===== config.mk =====
export PLATFORM = sky130hd
export DESIGN_NAME = can_bit_timing_search
export DESIGN_NICKNAME = d
export VERILOG_FILES = /design/src/rtl/cbt_pkg.sv /design/src/rtl/cbt_divider.sv /design/src/rtl/cbt_search.sv /design/src/rtl/can_bit_timing_search.sv
export SDC_FILE = /design/constraint.sdc
export NUM_CORES = 1
export LEC_CHECK = 0
export BUFFER_PORTS_ARGS = -buffer_cell sky130_fd_sc_hd__buf_4
export CORE_UTILIZATION = 45
export DETAILED_ROUTE_END_ITERATION = 6
export PLACE_DENSITY = 0.61
export SLEW_MARGIN = 30
export SYNTH_ARGS = -nofsm -noshare
export SYNTH_HDL_FRONTEND = slang
export SYNTH_SLANG_ARGS = --single-unit

===== constraint.sdc =====
create_clock -name clk -period 7 [get_ports clk]
set_clock_uncertainty 0.15 [all_clocks]
set_input_delay 0 -clock clk [delete_from_list [all_inputs] [get_ports clk]]
set_output_delay 0 -clock clk [all_outputs]
set_load 0.01 [all_outputs]

===== src/rtl/cbt_pkg.sv =====
// ----------------------------------------------------------------------------
// cbt_pkg
// Shared types and constants for the CAN bit timing search block.
// ----------------------------------------------------------------------------
package cbt_pkg;

  localparam int unsigned CLK_W  = 32;
  localparam int unsigned RATE_W = 20;

  localparam logic [CLK_W-1:0] MAIN_CLOCK_RESET = 32'd48000000;

  // search bounds
  localparam logic [3:0] DIV_MAX    = 4'd15;
  localparam logic [5:0] QUANTA_MIN = 6'd1;
  localparam logic [5:0] QUANTA_MAX = 6'd32;
  localparam logic [4:0] SEGS_MIN   = 5'd3;
  localparam logic [4:0] SEGS_MAX   = 5'd17;
  localparam logic [1:0] JUMP_CAP   = 2'd3;

  typedef logic [1:0] status_t;
  localparam status_t STATUS_OK        = 2'd0;
  localparam status_t STATUS_NO_MATCH  = 2'd1;
  localparam status_t STATUS_ZERO_RATE = 2'd2;

  typedef enum logic [1:0] {
    ST_IDLE,
    ST_DIVIDE,
    ST_SEARCH,
    ST_DELIVER
  } state_t;

  typedef struct packed {
    logic       done;
    logic       found;
    logic [3:0] d;
    logic [5:0] q;
    logic [4:0] s;
  } search_res_t;

endpackage


===== src/rtl/cbt_divider.sv =====
// ----------------------------------------------------------------------------
// cbt_divider
// Restoring divider, one quotient bit per cycle: clock rate / bit rate.
// ----------------------------------------------------------------------------
module cbt_divider (
  input  logic                          clk,
  input  logic                          rst,
  input  logic                          start,
  input  logic [cbt_pkg::CLK_W-1:0]     dividend,
  input  logic [cbt_pkg::RATE_W-1:0]    divisor,
  output logic [cbt_pkg::CLK_W-1:0]     quotient,
  output logic                          done
);

  logic                          busy;
  logic [4:0]                    count;
  logic [cbt_pkg::RATE_W-1:0]    dvsr;
  logic [cbt_pkg::RATE_W-1:0]    rem;
  logic [cbt_pkg::RATE_W:0]      rem_sh;
  logic [cbt_pkg::RATE_W:0]      rem_sub;
  logic                          fits;

  assign rem_sh  = {rem, quotient[cbt_pkg::CLK_W-1]};
  assign rem_sub = rem_sh - {1'b0, dvsr};
  assign fits    = (rem_sh >= {1'b0, dvsr});

  always_ff @(posedge clk) begin
    if (rst) begin
      busy  <= 1'b0;
      done  <= 1'b0;
      count <= '0;
    end else begin
      done <= 1'b0;
      if (start) begin
        busy     <= 1'b1;
        count    <= '0;
        dvsr     <= divisor;
        rem      <= '0;
        quotient <= dividend;
      end else if (busy) begin
        // remainder stays below the divisor, so the top bit drops out
        rem      <= fits ? rem_sub[cbt_pkg::RATE_W-1:0] : rem_sh[cbt_pkg::RATE_W-1:0];
        quotient <= {quotient[cbt_pkg::CLK_W-2:0], fits};
        count    <= count + 5'd1;
        if (count == 5'd31) begin
          busy <= 1'b0;
          done <= 1'b1;
        end
      end
    end
  end

endmodule


===== src/rtl/cbt_search.sv =====
// ----------------------------------------------------------------------------
// cbt_search
// Sequencer over prescaler, quanta and segments with one shared multiplier
// and comparator; one candidate triple per cycle.
// ----------------------------------------------------------------------------
module cbt_search (
  input  logic                       clk,
  input  logic                       rst,
  input  logic                       start,
  input  logic [cbt_pkg::CLK_W-1:0]  cpb,
  output cbt_pkg::search_res_t       res
);

  logic       running;
  logic       done;
  logic       found;
  logic [3:0] d;
  logic [5:0] q;
  logic [4:0] s;
  logic [9:0] qd;      // q * (d + 1)
  logic [14:0] prod;
  logic       hit;

  assign prod = 15'(s) * 15'(qd);
  assign hit  = ({17'd0, prod} == cpb);

  always_ff @(posedge clk) begin
    if (rst) begin
      running <= 1'b0;
      done    <= 1'b0;
      found   <= 1'b0;
    end else begin
      done <= 1'b0;
      if (start) begin
        running <= 1'b1;
        found   <= 1'b0;
        d  <= '0;
        q  <= cbt_pkg::QUANTA_MIN;
        s  <= cbt_pkg::SEGS_MIN;
        qd <= 10'd1;
      end else if (running) begin
        if (hit) begin
          running <= 1'b0;
          found   <= 1'b1;
          done    <= 1'b1;
        end else if (s != cbt_pkg::SEGS_MAX) begin
          s <= s + 5'd1;
        end else begin
          s <= cbt_pkg::SEGS_MIN;
          if (q != cbt_pkg::QUANTA_MAX) begin
            q  <= q + 6'd1;
            qd <= qd + {6'd0, d} + 10'd1;
          end else if (d != cbt_pkg::DIV_MAX) begin
            q  <= cbt_pkg::QUANTA_MIN;
            d  <= d + 4'd1;
            qd <= {6'd0, d} + 10'd2;
          end else begin
            running <= 1'b0;
            done    <= 1'b1;
          end
        end
      end
    end
  end

  assign res = {done, found, d, q, s};

endmodule


===== src/rtl/can_bit_timing_search.sv =====
// ----------------------------------------------------------------------------
// can_bit_timing_search
// CAN bit timing search: clock rate / bit rate, then first matching
// prescaler, quanta and segment split.
// ----------------------------------------------------------------------------
// Usage:
//   cfg_valid/cfg_ready/cfg_data write main_clock_hz; cfg_ready is always
//   high and writes are expected only while the block is idle.
//   req_valid/req_stall carries bit_rate; a transaction is taken at an edge
//   with req_valid high and req_stall low. req_stall is high from the
//   accepted transaction until its result has been moved into the output
//   register.
//   res_valid/res_stall carries clock_divider, timing_word and status. The
//   output register holds the result while res_stall is high; the next
//   request may be accepted meanwhile, but its result waits in the
//   sequencer until the register is free.
//   Path: a zero bit rate goes straight to the output load. Otherwise the
//   bit-serial divider runs first, then the sequencer is started and tests
//   one candidate per cycle in the shared multiply-compare unit (up to
//   16*32*15 = 7680 candidates), and then the result is loaded into the
//   output register. The next request is taken only once the load has
//   returned the sequencer to idle, so requests do not overlap.
//   Reset: main_clock_hz returns to 48000000, sequencer idle, output empty.
// ----------------------------------------------------------------------------
module can_bit_timing_search (
  input  logic                       clk,
  input  logic                       rst,
  input  logic                       cfg_valid,
  output logic                       cfg_ready,
  input  logic [cbt_pkg::CLK_W-1:0]  cfg_data,
  input  logic                       req_valid,
  output logic                       req_stall,
  input  logic [cbt_pkg::RATE_W-1:0] bit_rate,
  output logic                       res_valid,
  input  logic                       res_stall,
  output logic [3:0]                 clock_divider,
  output logic [14:0]                timing_word,
  output cbt_pkg::status_t           status
);

  cbt_pkg::state_t      state, state_next;
  cbt_pkg::status_t     result_status;
  cbt_pkg::search_res_t srch;
  logic [cbt_pkg::CLK_W-1:0] main_clock_hz;
  logic [cbt_pkg::CLK_W-1:0] cpb;
  logic accept, div_start, div_done, srch_start, load_res, slot_free;
  logic [3:0]  rest;
  logic [2:0]  ph1, ph2;
  logic [1:0]  jump;
  logic [14:0] word;

  assign cfg_ready = 1'b1;

  always_ff @(posedge clk) begin
    if (rst) begin
      main_clock_hz <= cbt_pkg::MAIN_CLOCK_RESET;
    end else if (cfg_valid && cfg_ready) begin
      main_clock_hz <= cfg_data;
    end
  end

  cbt_divider u_div (
    .clk      (clk),
    .rst      (rst),
    .start    (div_start),
    .dividend (main_clock_hz),
    .divisor  (bit_rate),
    .quotient (cpb),
    .done     (div_done)
  );

  cbt_search u_srch (
    .clk   (clk),
    .rst   (rst),
    .start (srch_start),
    .cpb   (cpb),
    .res   (srch)
  );

  assign accept    = req_valid && !req_stall;
  assign slot_free = !res_valid || !res_stall;

  always_comb begin
    state_next = state;
    case (state)
      cbt_pkg::ST_IDLE: begin
        if (req_valid) begin
          state_next = (bit_rate == '0) ? cbt_pkg::ST_DELIVER : cbt_pkg::ST_DIVIDE;
        end
      end
      cbt_pkg::ST_DIVIDE: begin
        if (div_done) state_next = cbt_pkg::ST_SEARCH;
      end
      cbt_pkg::ST_SEARCH: begin
        if (srch.done) state_next = cbt_pkg::ST_DELIVER;
      end
      cbt_pkg::ST_DELIVER: begin
        if (slot_free) state_next = cbt_pkg::ST_IDLE;
      end
      default: state_next = cbt_pkg::ST_IDLE;
    endcase
  end

  always_comb begin
    req_stall  = 1'b1;
    div_start  = 1'b0;
    srch_start = 1'b0;
    load_res   = 1'b0;
    case (state)
      cbt_pkg::ST_IDLE: begin
        req_stall = 1'b0;
        div_start = req_valid && (bit_rate != '0);
      end
      cbt_pkg::ST_DIVIDE:  srch_start = div_done;
      cbt_pkg::ST_SEARCH:  ;
      cbt_pkg::ST_DELIVER: load_res = slot_free;
      default: ;
    endcase
  end

  always_ff @(posedge clk) begin
    if (rst) begin
      state <= cbt_pkg::ST_IDLE;
    end else begin
      state <= state_next;
    end
  end

  always_ff @(posedge clk) begin
    if (accept) begin
      result_status <= cbt_pkg::STATUS_ZERO_RATE;
    end else if (state == cbt_pkg::ST_SEARCH && srch.done) begin
      result_status <= srch.found ? cbt_pkg::STATUS_OK : cbt_pkg::STATUS_NO_MATCH;
    end
  end

  // segments less three: smaller half to phase 1, rest to phase 2
  assign rest = 4'(srch.s - cbt_pkg::SEGS_MIN);
  assign ph1  = rest[3:1];
  assign ph2  = 3'(rest - {1'b0, ph1});
  assign jump = (ph1 > {1'b0, cbt_pkg::JUMP_CAP}) ? cbt_pkg::JUMP_CAP : ph1[1:0];
  assign word = {ph2, 1'b0, ph1, jump, 6'(srch.q - cbt_pkg::QUANTA_MIN)};

  always_ff @(posedge clk) begin
    if (rst) begin
      res_valid <= 1'b0;
    end else if (load_res) begin
      res_valid <= 1'b1;
    end else if (!res_stall) begin
      res_valid <= 1'b0;
    end
  end

  always_ff @(posedge clk) begin
    if (load_res) begin
      status <= result_status;
      if (result_status == cbt_pkg::STATUS_OK) begin
        clock_divider <= srch.d;
        timing_word   <= word;
      end else begin
        clock_divider <= '0;
        timing_word   <= '0;
      end
    end
  end

  a_fail_fields_zero: assert property (@(posedge clk) disable iff (rst)
    (res_valid && status != cbt_pkg::STATUS_OK) |-> (clock_divider == '0 && timing_word == '0))
    else $error("failed result carries nonzero timing");

  a_search_exit: assert property (@(posedge clk) disable iff (rst)
    (state == cbt_pkg::ST_SEARCH) |=>
      (state == cbt_pkg::ST_SEARCH || state == cbt_pkg::ST_DELIVER))
    else $error("search state left on a bad path");

  a_div_done_state: assert property (@(posedge clk) disable iff (rst)
    div_done |-> (state == cbt_pkg::ST_DIVIDE))
    else $error("divider finished outside divide state");

  a_load_frees_seq: assert property (@(posedge clk) disable iff (rst)
    load_res |=> (res_valid && state == cbt_pkg::ST_IDLE))
    else $error("result load did not release the sequencer");

endmodule


Word level (Yosys, flattened, before mapping):

Cells that the tools add are included.

* memory bits (writable): 0
* bits in latches: 0
* output and inout bits: 24
* flip-flop bits (word level): 165
* bits in read-only memories: 0
* memories kept: 0

* equal/unequal tests: 16
* div/mod/pow operators: 0
* add/sub/neg operators: 11
* reductions and logical operators: 25
* bitwise operators: 3
* multiply operators: 1
* muxes and demuxes: 50
* shift operators: 0
* magnitude comparators: 2

Operators with widths (count)
* $mux 32: 2
* $mux 10: 5
* $mux 20: 2
* $eq 15x32->1: 1
* $mux 6: 5
* $ge 21x20->1: 1
* $mux 1: 21
* $logic_not 20->1: 1
* $mux 4: 5
* $reduce_bool 20->1: 1
* $sub 20x20->20: 1
* $mul 5x10->15: 1
* $mux 5: 3
* $mux 2: 6
* $add 10x1->10 const B: 1
* $add 10x4->10: 1
* $add 5x1->5 const B: 2
* $ne 2x2->1 const B: 5
* $pmux 2 s4: 1
* $add 6x1->6 const B: 1
* $ne 2x1->1 const B: 3
* $ne 6x6->1 const B: 1
* $reduce_and 2->1: 3
* $reduce_and 6->1: 1
* 23 further kinds: 34

Depth between registers and ports, before layout:

Gate-level depths: netlist of the first run.

* depth after elaboration: 7
* depth in mapped cells: 17

By module:

From an unflattened synthesis of the first run, not the netlist that was laid out.

* cell total of the unflattened synthesis: 964
* area total of the unflattened synthesis: 10293.6 um^2

By module, submodules not included
* cbt_divider: times used 1, area each 4469.3 um^2, cells each 379, sequential area each 2302.2 um^2
* cbt_search: times used 1, area each 3387.0 um^2, cells each 367, sequential area each 810.8 um^2
* can_bit_timing_search: times used 1, area each 2437.3 um^2, cells each 218, sequential area each 1341.3 um^2

Worst setup path after synthesis of the first run:

No wires, ideal clock.

* kind: reg2reg
* start: reg u_srch.s[3]
* end: reg u_srch.q[0], enable pin
* buffers on the path: 2
* required time: 6.415 ns
* cell stages (with the launch flop): 17
* arrival time: 5.831 ns
* period minus slack after synthesis: 6.417 ns
* slack: 0.583 ns
* cell sequence: edfxtp_1 -> clkbuf_1 -> nand2_1 -> fa_1 -> fa_1 -> inv_1 -> fa_1 -> ha_1 -> a211o_1 -> a21oi_1 -> o31ai_1 -> a221oi_1 -> xnor2_1 -> nor4bb_1 -> and4_1 -> buf_2 -> o41ai_1

* cells in the longest elaborated chain, start to end: 4

Ends and longest elaborated chain
* start, declared: RTL line cbt_search.sv:19 `logic [4:0] s;`
* start signal, assigned: RTL line cbt_search.sv:39 `s <= cbt_pkg::SEGS_MIN;`
* start signal, assigned: RTL line cbt_search.sv:47 `s <= s + 5'd1;`
* start signal, assigned: RTL line cbt_search.sv:49 `s <= cbt_pkg::SEGS_MIN;`
* $mul 5x10->15: RTL line cbt_search.sv:24 `assign prod = 15'(s) * 15'(qd);`
* $eq 15x32->1: RTL line cbt_search.sv:25 `assign hit = ({17'd0, prod} == cpb);`
* $ne 2x2->1 (no line)
* $reduce_and 5->1 (no line) (*)
* end signal, assigned: RTL line cbt_search.sv:38 `q <= cbt_pkg::QUANTA_MIN;`
* end signal, assigned: RTL line cbt_search.sv:51 `q <= q + 6'd1;`
* end signal, assigned: RTL line cbt_search.sv:54 `q <= cbt_pkg::QUANTA_MIN;`
* end, declared: RTL line cbt_search.sv:18 `logic [5:0] q;`

Every way passes the cells marked *; elsewhere a longest branch is shown, timed or not.
A chain may end at the register's enable or synchronous reset.

Worst setup path in the final report of the first run:

* start: reg u_srch.s[2]
* end: reg u_srch.s[0], enable pin

* cells in the longest elaborated chain, start to end: 4

Ends and longest elaborated chain (RTL line)
* $mul 5x10->15: cbt_search.sv:24
* $eq 15x32->1: cbt_search.sv:25
* $ne 2x2->1 (no line)
* $reduce_and 3->1 (no line)

Every way passes these cells.

==> run summary, run 1 <==
status: completed
syn nets: 1131
Slew Limit Fails: 0
drt wl/cell: 14.9 µm
Setup WS pre-CTS: 1.70 ns
Post-DRT Antenna Nets: 0
unrepaired setup endpoints after global routing: no
Die H: 150 µm
Peak VDD IR: 0.169 mV
maxcap violations: 0
post-layout util: 0.575
Die Area: 22400 µm²
Yosys cell types: 62
element type at the critical path start: flip-flop
Final #Nets: 1286
Synth Cell Area: 9800 µm²
worst reg2reg setup slack: 1.73 ns
pin count of the biggest net entering global routing: 53
Crit path required time: 6.90 ns
Setup CP Type: flip-flop to flip-flop
Synth area leaders: edfxtp_1, dfxtp_1, ha_1, nand2_1, fa_1
core area: 21200 µm²
PnR Total Power: 3190 µW
wire length of the first global-routing pass: 35000 µm
CTS tree: done
total global routing track utilization: 0.201
yosys warns: 0
Seq/Total Area, Yosys: 0.455
Detailed Route Iter0 Violations: 328
gr ovfl total: 0
via/cell ratio: 5.11
asr flop ratio synth: 0
CTS Root Cell: clkbuf_16
sequential power share: 0.405
Synth Flop Type: edfxtp_1
initial antenna violation count: 0
average size of a mapped cell: 9.96 µm²
Crit Path Max Fanout: 15
fraction of layout cells with a size suffix above 1: 0.112
cell taking the most area after synthesis: edfxtp_1
FF+latch count, synth: 164
number of enable flip-flop cells after synthesis: 117
PostCTS Resize Cnt: 0
Clock Pin Slew Worst Setup and Hold Paths: 0.07 ns
row count: 53
setup ws final: 1.73 ns
final worst-path cycle share: 0.752
fin crit period: 5.27 ns
CTS buffer count: 17
internal power: 2170 µW
register area: 4450 µm²
DR pass1 iterations: 5
Final setup viols: 0
Leak: 0.00526 µW
final hold vios: 0
clock network power share: 0.305
Max Root-Sink Buffers: 2
switching fraction of total power: 0.322
final setup TNS: 0 ns
number of global-route vias before repair: 7170
Net Switching: 1030 µW
I/O Buffers: 78
clock latency on the worst-skew pair: 0.43 ns
grt met3 use: 0.0317
Ports: 81
Cell Pwr Density: 262 nW/µm²
# DRC: 0
Diodes inserted: 0
H-tree Lvls: 4
combinational fraction of design power: 0.289
Starting Density: 0.463
GR Layer Usage met2: 0.345
Worst Path Arrival: 5.17 ns
Rel. slew slack: 0.434
area of the multi-input gates: 4950 µm²
routability congestion estimate from global placement: 0.811
Slew @ Worst Pin: 0.849 ns
clk sinks: 164
GR Util met1: 0.259
Layout fillers: 1830
WL final: 21200 µm
Crit. End Element: flip-flop
P&R area growth vs syn: 24.2%
worst hold slack: 0.0117 ns
Die W: 150 µm
Hold WC Path Type: primary input to flip-flop
via count: 7297
GRT busiest layer: met2
cell count after synthesis: 984
Synth top area share: 0.359
fmax: 190 MHz
HPWL after DPL: 14300 µm
[synth_stat cells (2+ instances only)]
master      n
a221oi_1    2
a21oi_1    36
nor2_1    105
o21ai_2     3
nand3_1    21
o31a_1      2
nand2_1   155
buf_4       2
and2_1     32
o21ai_0    26
or2_2       3
and3_1      6
or3_1       2
buf_1       2
nand2b_1    5
mux2i_1    37
nor3_1     11
ha_1       64
conb_1      2
buf_6       2
o21a_1      9
o21bai_1    5
o211a_1     3
a21boi_0    2
o41a_1      2
o22ai_1     3
o211ai_1    6
nor2b_1    17
a21o_1      8
o31ai_1     3
fa_1       26
xnor2_1    39
edfxtp_1  117
nor4_1      9
dfxtp_1    47
inv_1      70
nand4_1     5
xor2_1     23
clkbuf_1   32
a211oi_1    8
a211o_1    11
[worst paths after layout]
check | from | endpoint | cells after the start
worst min register to register | result_status[1] | result_status[1] | 2
worst max register to register | u_srch.s[2] | u_srch.s[0] | 14
worst min-delay path | cfg_valid | main_clock_hz[10] | 3
worst max-delay path | u_srch.s[2] | u_srch.s[0] | 14
[metal layers]
metal,vias up,wire (µm)
li1,3684,-
met2,103,10500
met1,3488,9950
met4,0,282
met3,22,495
met5,-,0
[cell type report]
cell class / instances / share of cell area
clock buffer: 17 / 0.0350
clock inverter: 15 / 0.0154
inverter: 70 / 0.0216
multi-input combinational: 711 / 0.407
sequential: 164 / 0.366
tap: 275 / 0.0283
timing repair buffer: 175 / 0.127
[per-stage QoR]
stage | cell area (µm²) | instances
detailed placement | 10600 | 1302
global placement | 10600 | 1302
finish | 12200 | 1427
CTS | 12200 | 1427
global route | 12200 | 1427
floorplan | 9800 | 984
[timing repair]
item                                    in CTS  in global routing
endpoints found under the hold margin       78                  0
endpoints found under the setup margin       0                  0
hold buffers                                93                  0
setup buffers                                0                  0
[registers in the layout (all words and copies together), names as in the netlist, 5 cells and up]
name	count
u_div.count	5
u_srch.q	6
u_div.dvsr	20
timing_word	14
u_div.rem	20
u_srch.s	5
u_div.quotient	32
main_clock_hz	32
u_srch.qd	10
[critical path, stage by stage (launching register included)]
cell and delay (ns):
edfxtp_1 0.65, nand2_1 0.13, fa_1 0.48, fa_1 0.55, inv_1 0.06, fa_1 0.47, ha_1 0.37, a211o_1 0.31
a21oi_1 0.18, o31ai_1 0.13, a221oi_1 0.32, xnor2_1 0.17, nor4bb_1 0.07, and4_1 0.28, o21ai_0 0.58
[power groups by stage]
stage	Clock, µW	Sequential, µW	Combinational (µW)
global placement	0	1310	861
detailed placement	0	1320	876
global route	1030	1310	1030
floorplan	0	1300	672
CTS	994	1300	928
finish	976	1290	924
[cells in the final DEF (no fill, tap or decap), types with 11 or more instances in the layout]
cell type	count
ha_1	64
nor3_1	11
mux2i_1	37
nor2_1	103
nand2_1	155
edfxtp_1	117
o21ai_0	26
dfxtp_1	47
fa_1	26
dlygate4sd3_1	93
nor2b_1	17
xor2_1	23
clkbuf_16	17
a211o_1	11
and2_1	32
buf_4	82
a21oi_1	36
nand3_1	21
inv_1	70
xnor2_1	39
[cells by family (layout without fill, tap and decap cells)]
group	Yosys count	count (layout)	synth area share
AOI/OAI and AO/OA	141	141	0.0986
xor gates and xnor gates	62	62	0.0554
DFF	164	164	0.455
muxes	37	37	0.0378
and+or+nand+nor	379	379	0.174
other	2	2	0.000767
buffers and inverters	109	277	0.0442
adders and majority gates	90	90	0.135
(Power assumes the default switching activity.)
==> inputs of run 2 (changes only) <==
Clock period 7 ns to 5.4 ns, I/O delays scaled along.
==> run 2 against run 1 <==
Net effect: total power rose by 28%; setup slack got worse by 1.4 ns; largest power group unchanged; critical endpoint is now u_srch.q[5]; worst hold slack got worse by 0.0028 ns; sequential power is 30% higher.
==> run summary, run 2 (synthesized netlist as in run 1, its figures left out) <==
Slew Limit Fails: 0
Diodes inserted: 0
Setup CP Type: flip-flop to flip-flop
Hold WC Path Type: primary input to flip-flop
Critical Path Most Common Cell: fa_1
DR pass1 iterations: 4
Layout fillers: 1789
row count: 53
Final setup viols: 0
final hold vios: 0
drt wl/cell: 15.1 µm
fin crit period: 5.06 ns
final setup TNS: 0 ns
wire length of the first global-routing pass: 35900 µm
gr ovfl total: 0
pin count of the biggest net entering global routing: 50
Leak: 0.00525 µW
Peak VDD IR: 0.231 mV
maxcap violations: 0
Clock Pin Slew Worst Setup and Hold Paths: 0.08 ns
initial antenna violation count: 0
fraction of layout cells with a size suffix above 1: 0.116
worst hold slack: 0.00891 ns
switching fraction of total power: 0.324
design area: 12200 µm²
Rel. slew slack: 0.451
HPWL after DPL: 14700 µm
clk sinks: 164
core area: 21200 µm²
CTS Root Cell: clkbuf_16
Final #Nets: 1287
DP Area: 10700 µm²
routability congestion estimate from global placement: 0.846
unrepaired setup endpoints after global routing: no
clock network power share: 0.298
Ports: 81
Post-DRT Antenna Nets: 0
total global routing track utilization: 0.205
Post-CTS Setup Inserts: 0
Die Area: 22400 µm²
Slowest-stage cell, CP: fa_1
area of the multi-input gates: 4970 µm²
Max Root-Sink Buffers: 2
via/cell ratio: 5.16
element type at the critical path start: flip-flop
most frequent cells in the layout: nand2_1, edfxtp_1, nor2_1, dlygate4sd3_1, buf_4
Net Switching: 1330 µW
H-tree Lvls: 4
PnR Total Power: 4100 µW
Cell Pwr Density: 337 nW/µm²
via count: 7368
Die W: 150 µm
WL final: 21500 µm
CTS tree: done
Crit. End Element: flip-flop
status: completed
Detailed Route Iter0 Violations: 369
Cell Chain, Critical Path: nand2_1, fa_1, fa_1, inv_1, fa_1, ha_1, a211o_1, a21oi_1, o31ai_1, a221oi_2, xnor2_1, nor4bb_1, and4_2, o41ai_4, buf_12
Slew @ Worst Pin: 0.823 ns
combinational fraction of design power: 0.293
Worst Path Arrival: 5.04 ns
Starting Density: 0.463
I/O Buffers: 78
# DRC: 0
register area: 4450 µm²
CP peak stage delay: 0.56 ns
sequential power share: 0.409
fmax: 198 MHz
Crit path required time: 5.39 ns
number of global-route vias before repair: 7482
final worst-path cycle share: 0.936
Crit Path Max Fanout: 16
CTS buffer count: 17
commonest non-fill, non-tap cell in the layout: nand2_1
Regs by FF count: main_clock_hz: 32 flops, u_div.quotient: 32 flops
clock latency on the worst-skew pair: 0.43 ns
internal power: 2770 µW
P&R area growth vs syn: 24.2%
Die H: 150 µm
-- run 2: power groups by stage --
| stage | Sequential, µW | Combinational, µW | Clock [µW] |
|---|---|---|---|
| finish | 1680 | 1200 | 1220 |
| global route | 1700 | 1350 | 1290 |
| CTS | 1680 | 1210 | 1240 |
| detailed placement | 1700 | 1140 | 0 |
| global placement | 1700 | 1120 | 0 |
| floorplan | 1690 | 871 | 0 |
-- run 2: path summary, 6_finish.rpt --
path	startpoint	end	slack, ns	cells after the start
worst max-delay path	u_srch.qd[1]	u_srch.q[5]	0.34	15
worst min-delay path	cfg_valid	main_clock_hz[14]	0.009	3
worst max register to register	u_srch.qd[1]	u_srch.q[5]	0.34	15
worst min register to register	result_status[1]	result_status[1]	0.33	2
-- run 2: area by class of cell --
class,count,area share
multi-input cells,711,0.408
well taps,275,0.0283
clock inverters,12,0.0108
flip-flops and latches,164,0.366
inverters,70,0.0216
repair buffers,176,0.128
clock buffers,20,0.0367
-- run 2: through the flow --
stage | setup slack (ns) | instances | utilization
after floorplan | 0.0844 | 984 | -
after global placement | 0.365 | 1306 | 0.504
after detailed placement | 0.224 | 1306 | 0.505
after CTS | 0.235 | 1428 | 0.575
after global routing | 0.0487 | 1428 | 0.575
final | 0.345 | 1428 | 0.575
-- run 2: routing by layer --
metal / up-vias / global-route usage / share of wire
met5: - / 0 / 0
met4: 0 / 0.0464 / 0.011
met3: 18 / 0.0427 / 0.029
met2: 102 / 0.353 / 0.50
met1: 3561 / 0.262 / 0.46
li1: 3687 / - / -
-- run 2: critical path: cells and delay by family (launching register included) --
kind                     cells  cell delay (ns)
AND/OR/NAND/NOR              3             0.50
XOR/XNOR                     1             0.15
AO/OA/AOI/OAI                5             1.34
buffers and inverters        2             0.26
adder cells (fa/ha/maj)      4             1.86
flip-flops                   1             0.50
-- run 2: what timing repair did --
| action | in CTS | in global routing |
|---|---|---|
| hold endpoints to repair | 78 | 0 |
| endpoints found under the setup margin | 0 | 25 |
| hold buffers | 90 | 0 |
| resized for setup | 0 | 4 |
==> inputs of run 3 (changes only) <==
Settings changed: GPL_TIMING_DRIVEN from default to 0.
==> run 3 against run 2 <==
Net effect: core utilization rose by 0.20 points; wire length rose by 0.25%; combinational power barely moved; count of clock-buffer cells in the layout did not move; total power rose by 2.8%; via count fell by 0.15%; worst hold slack improved by 0.077 ns; clock power rose by 7%; die area did not move; first-iteration DRC count fell by 6.2%; critical path type unchanged; critical endpoint is now u_srch.qd[6]; largest power group unchanged.
==> run summary, run 3 (synthesized netlist as in run 1, its figures left out) <==
status: completed
H-tree Lvls: 4
Die Area: 22400 µm²
Ports: 81
# DRC: 0
I/O Buffers: 78
via count: 7357
Critical Path Most Common Cell: fa_1
CTS Root Cell: clkbuf_16
initial antenna violation count: 0
Layout fillers: 1798
Peak VDD IR: 0.223 mV
sequential power share: 0.397
Setup WS pre-CTS: -0.460 ns
Post-DRT Antenna Nets: 0
number of global-route vias before repair: 7315
switching fraction of total power: 0.318
FF-to-FF path depth: 18
design area: 12200 µm²
final worst-path cycle share: 0.961
combinational fraction of design power: 0.293
RR Startpoint: u_srch.s[2]
Crit Path Max Fanout: 8
fmax: 193 MHz
Max Root-Sink Buffers: 2
Die H: 150 µm
CP peak stage delay: 0.55 ns
DP Area: 10900 µm²
Clock Pin Slew Worst Setup and Hold Paths: 0.08 ns
Net Switching: 1340 µW
Crit. End Element: flip-flop
Final #Nets: 1304
fraction of layout cells with a size suffix above 1: 0.135
setup ws final: 0.208 ns
CTS tree: done
internal power: 2880 µW
Die W: 150 µm
Diodes inserted: 0
CTS buffer count: 17
commonest non-fill, non-tap cell in the layout: nand2_1
wire length of the first global-routing pass: 35800 µm
WHS Path Cells: 4
via/cell ratio: 5.09
final hold vios: 0
Slew Limit Fails: 0
most frequent cells in the layout: nand2_1, edfxtp_1, nor2_1, buf_4, inv_1
WL final: 21600 µm
maxcap violations: 0
core area: 21200 µm²
HPWL after DPL: 15700 µm
Crit path required time: 5.45 ns
drt wl/cell: 14.9 µm
PnR Total Power: 4210 µW
Cell Chain, Critical Path: buf_6, nand2_1, fa_1, fa_1, inv_1, fa_1, ha_2, a211o_1, a21oi_2, o31ai_2, a221oi_2, xnor2_1, nor4bb_1, and4_1, buf_2, o41ai_4, buf_6, buf_4
Starting Density: 0.463
routability congestion estimate from global placement: 0.838
Worst Path Arrival: 5.24 ns
row count: 53
worst setup path start: u_srch.s[2]
Cell Pwr Density: 345 nW/µm²
Regs by FF count: main_clock_hz: 32 flops, u_div.quotient: 32 flops
HP Start: cfg_valid
worst reg2reg setup slack: 0.21 ns
total global routing track utilization: 0.205
gr ovfl total: 0
Slew @ Worst Pin: 0.843 ns
Hold WC Path Type: primary input to flip-flop
worst hold endpoint: main_clock_hz[5]
clock network power share: 0.310
element type at the critical path start: flip-flop
Detailed Route Iter0 Violations: 346
Final setup viols: 0
P&R area growth vs syn: 24.6%
DR pass1 iterations: 4
pin count of the biggest net entering global routing: 21
Setup CP Type: flip-flop to flip-flop
RR Endpoint: u_srch.qd[6]
Slowest-stage cell, CP: fa_1
Leak: 0.00526 µW
fin crit period: 5.19 ns
Rel. slew slack: 0.438
clk sinks: 164
clock latency on the worst-skew pair: 0.43 ns
-- run 3: layer usage --
metal / track usage / vias up / share of wire
li1: - / 3723 / -
met1: 0.262 / 3479 / 0.46
met2: 0.350 / 123 / 0.49
met3: 0.0317 / 32 / 0.024
met4: 0.0704 / 0 / 0.019
met5: 0 / - / 0
-- run 3: how the worst max path moves through the flow --
stage / to / slack, ns / cells after the start
3_3_place_gp: u_srch.qd[9] / -0.76 / 16
4_1_cts: u_srch.qd[6] / 0.00001 / 18
3_5_place_dp: u_srch.qd[7] / -0.46 / 18
5_1_grt: u_srch.qd[8] / -0.0003 / 18
2_1_floorplan: u_srch.q[0] / 0.08 / 16
6_report: u_srch.qd[6] / 0.21 / 18
-- run 3: area by class of cell --
cell class	instances	area (µm²)	share of cell area
Multi-Input combinational cell	711	4970	0.407
Sequential cell	164	4450	0.365
Timing Repair Buffer	160	1390	0.114
Clock buffer	20	479	0.0392
Tap cell	275	344	0.0282
Inverter	70	263	0.0215
Buffer	33	155	0.0127
Clock inverter	12	151	0.0124
-- run 3: what timing repair did --
item / 4_1_cts / 5_1_grt
endpoints found under the hold margin: 88 / 0
buffers inserted: 6 / 10
pin swaps: 1 / 4
resized for setup: 4 / 9
setup endpoints to repair: 25 / 23
hold buffers: 60 / 0
cloned: 0 / 0
-- run 3: per-stage QoR --
step / hold WS (ns) / cells / TNS, ns / utilization
after detailed placement: 0.0400 / 1343 / -8.03 / 0.513
after CTS: 0.0683 / 1437 / 0 / 0.573
final: 0.0857 / 1445 / 0 / 0.577
after floorplan: -0.0511 / 984 / 0 / -
after global routing: 0.105 / 1445 / -0.000845 / 0.577
after global placement: 0.0377 / 1337 / -24.61 / 0.508
-- run 3: critical path: cells and delay by family, from the launching register on --
kind | cells | cell delay [ns]
XOR/XNOR | 1 | 0.11
buffers and inverters | 5 | 0.71
adder cells (fa/ha/maj) | 4 | 1.87
AND/OR/NAND/NOR | 3 | 0.73
flip-flops | 1 | 0.41
AO/OA/AOI/OAI | 5 | 0.95
-- run 3: power by group through the flow --
stage | Combinational (µW) | Sequential, µW | Clock (µW)
floorplan | 871 | 1690 | 0
global placement | 1150 | 1710 | 0
global route | 1390 | 1690 | 1370
detailed placement | 1200 | 1700 | 0
finish | 1230 | 1670 | 1310
CTS | 1240 | 1670 | 1330
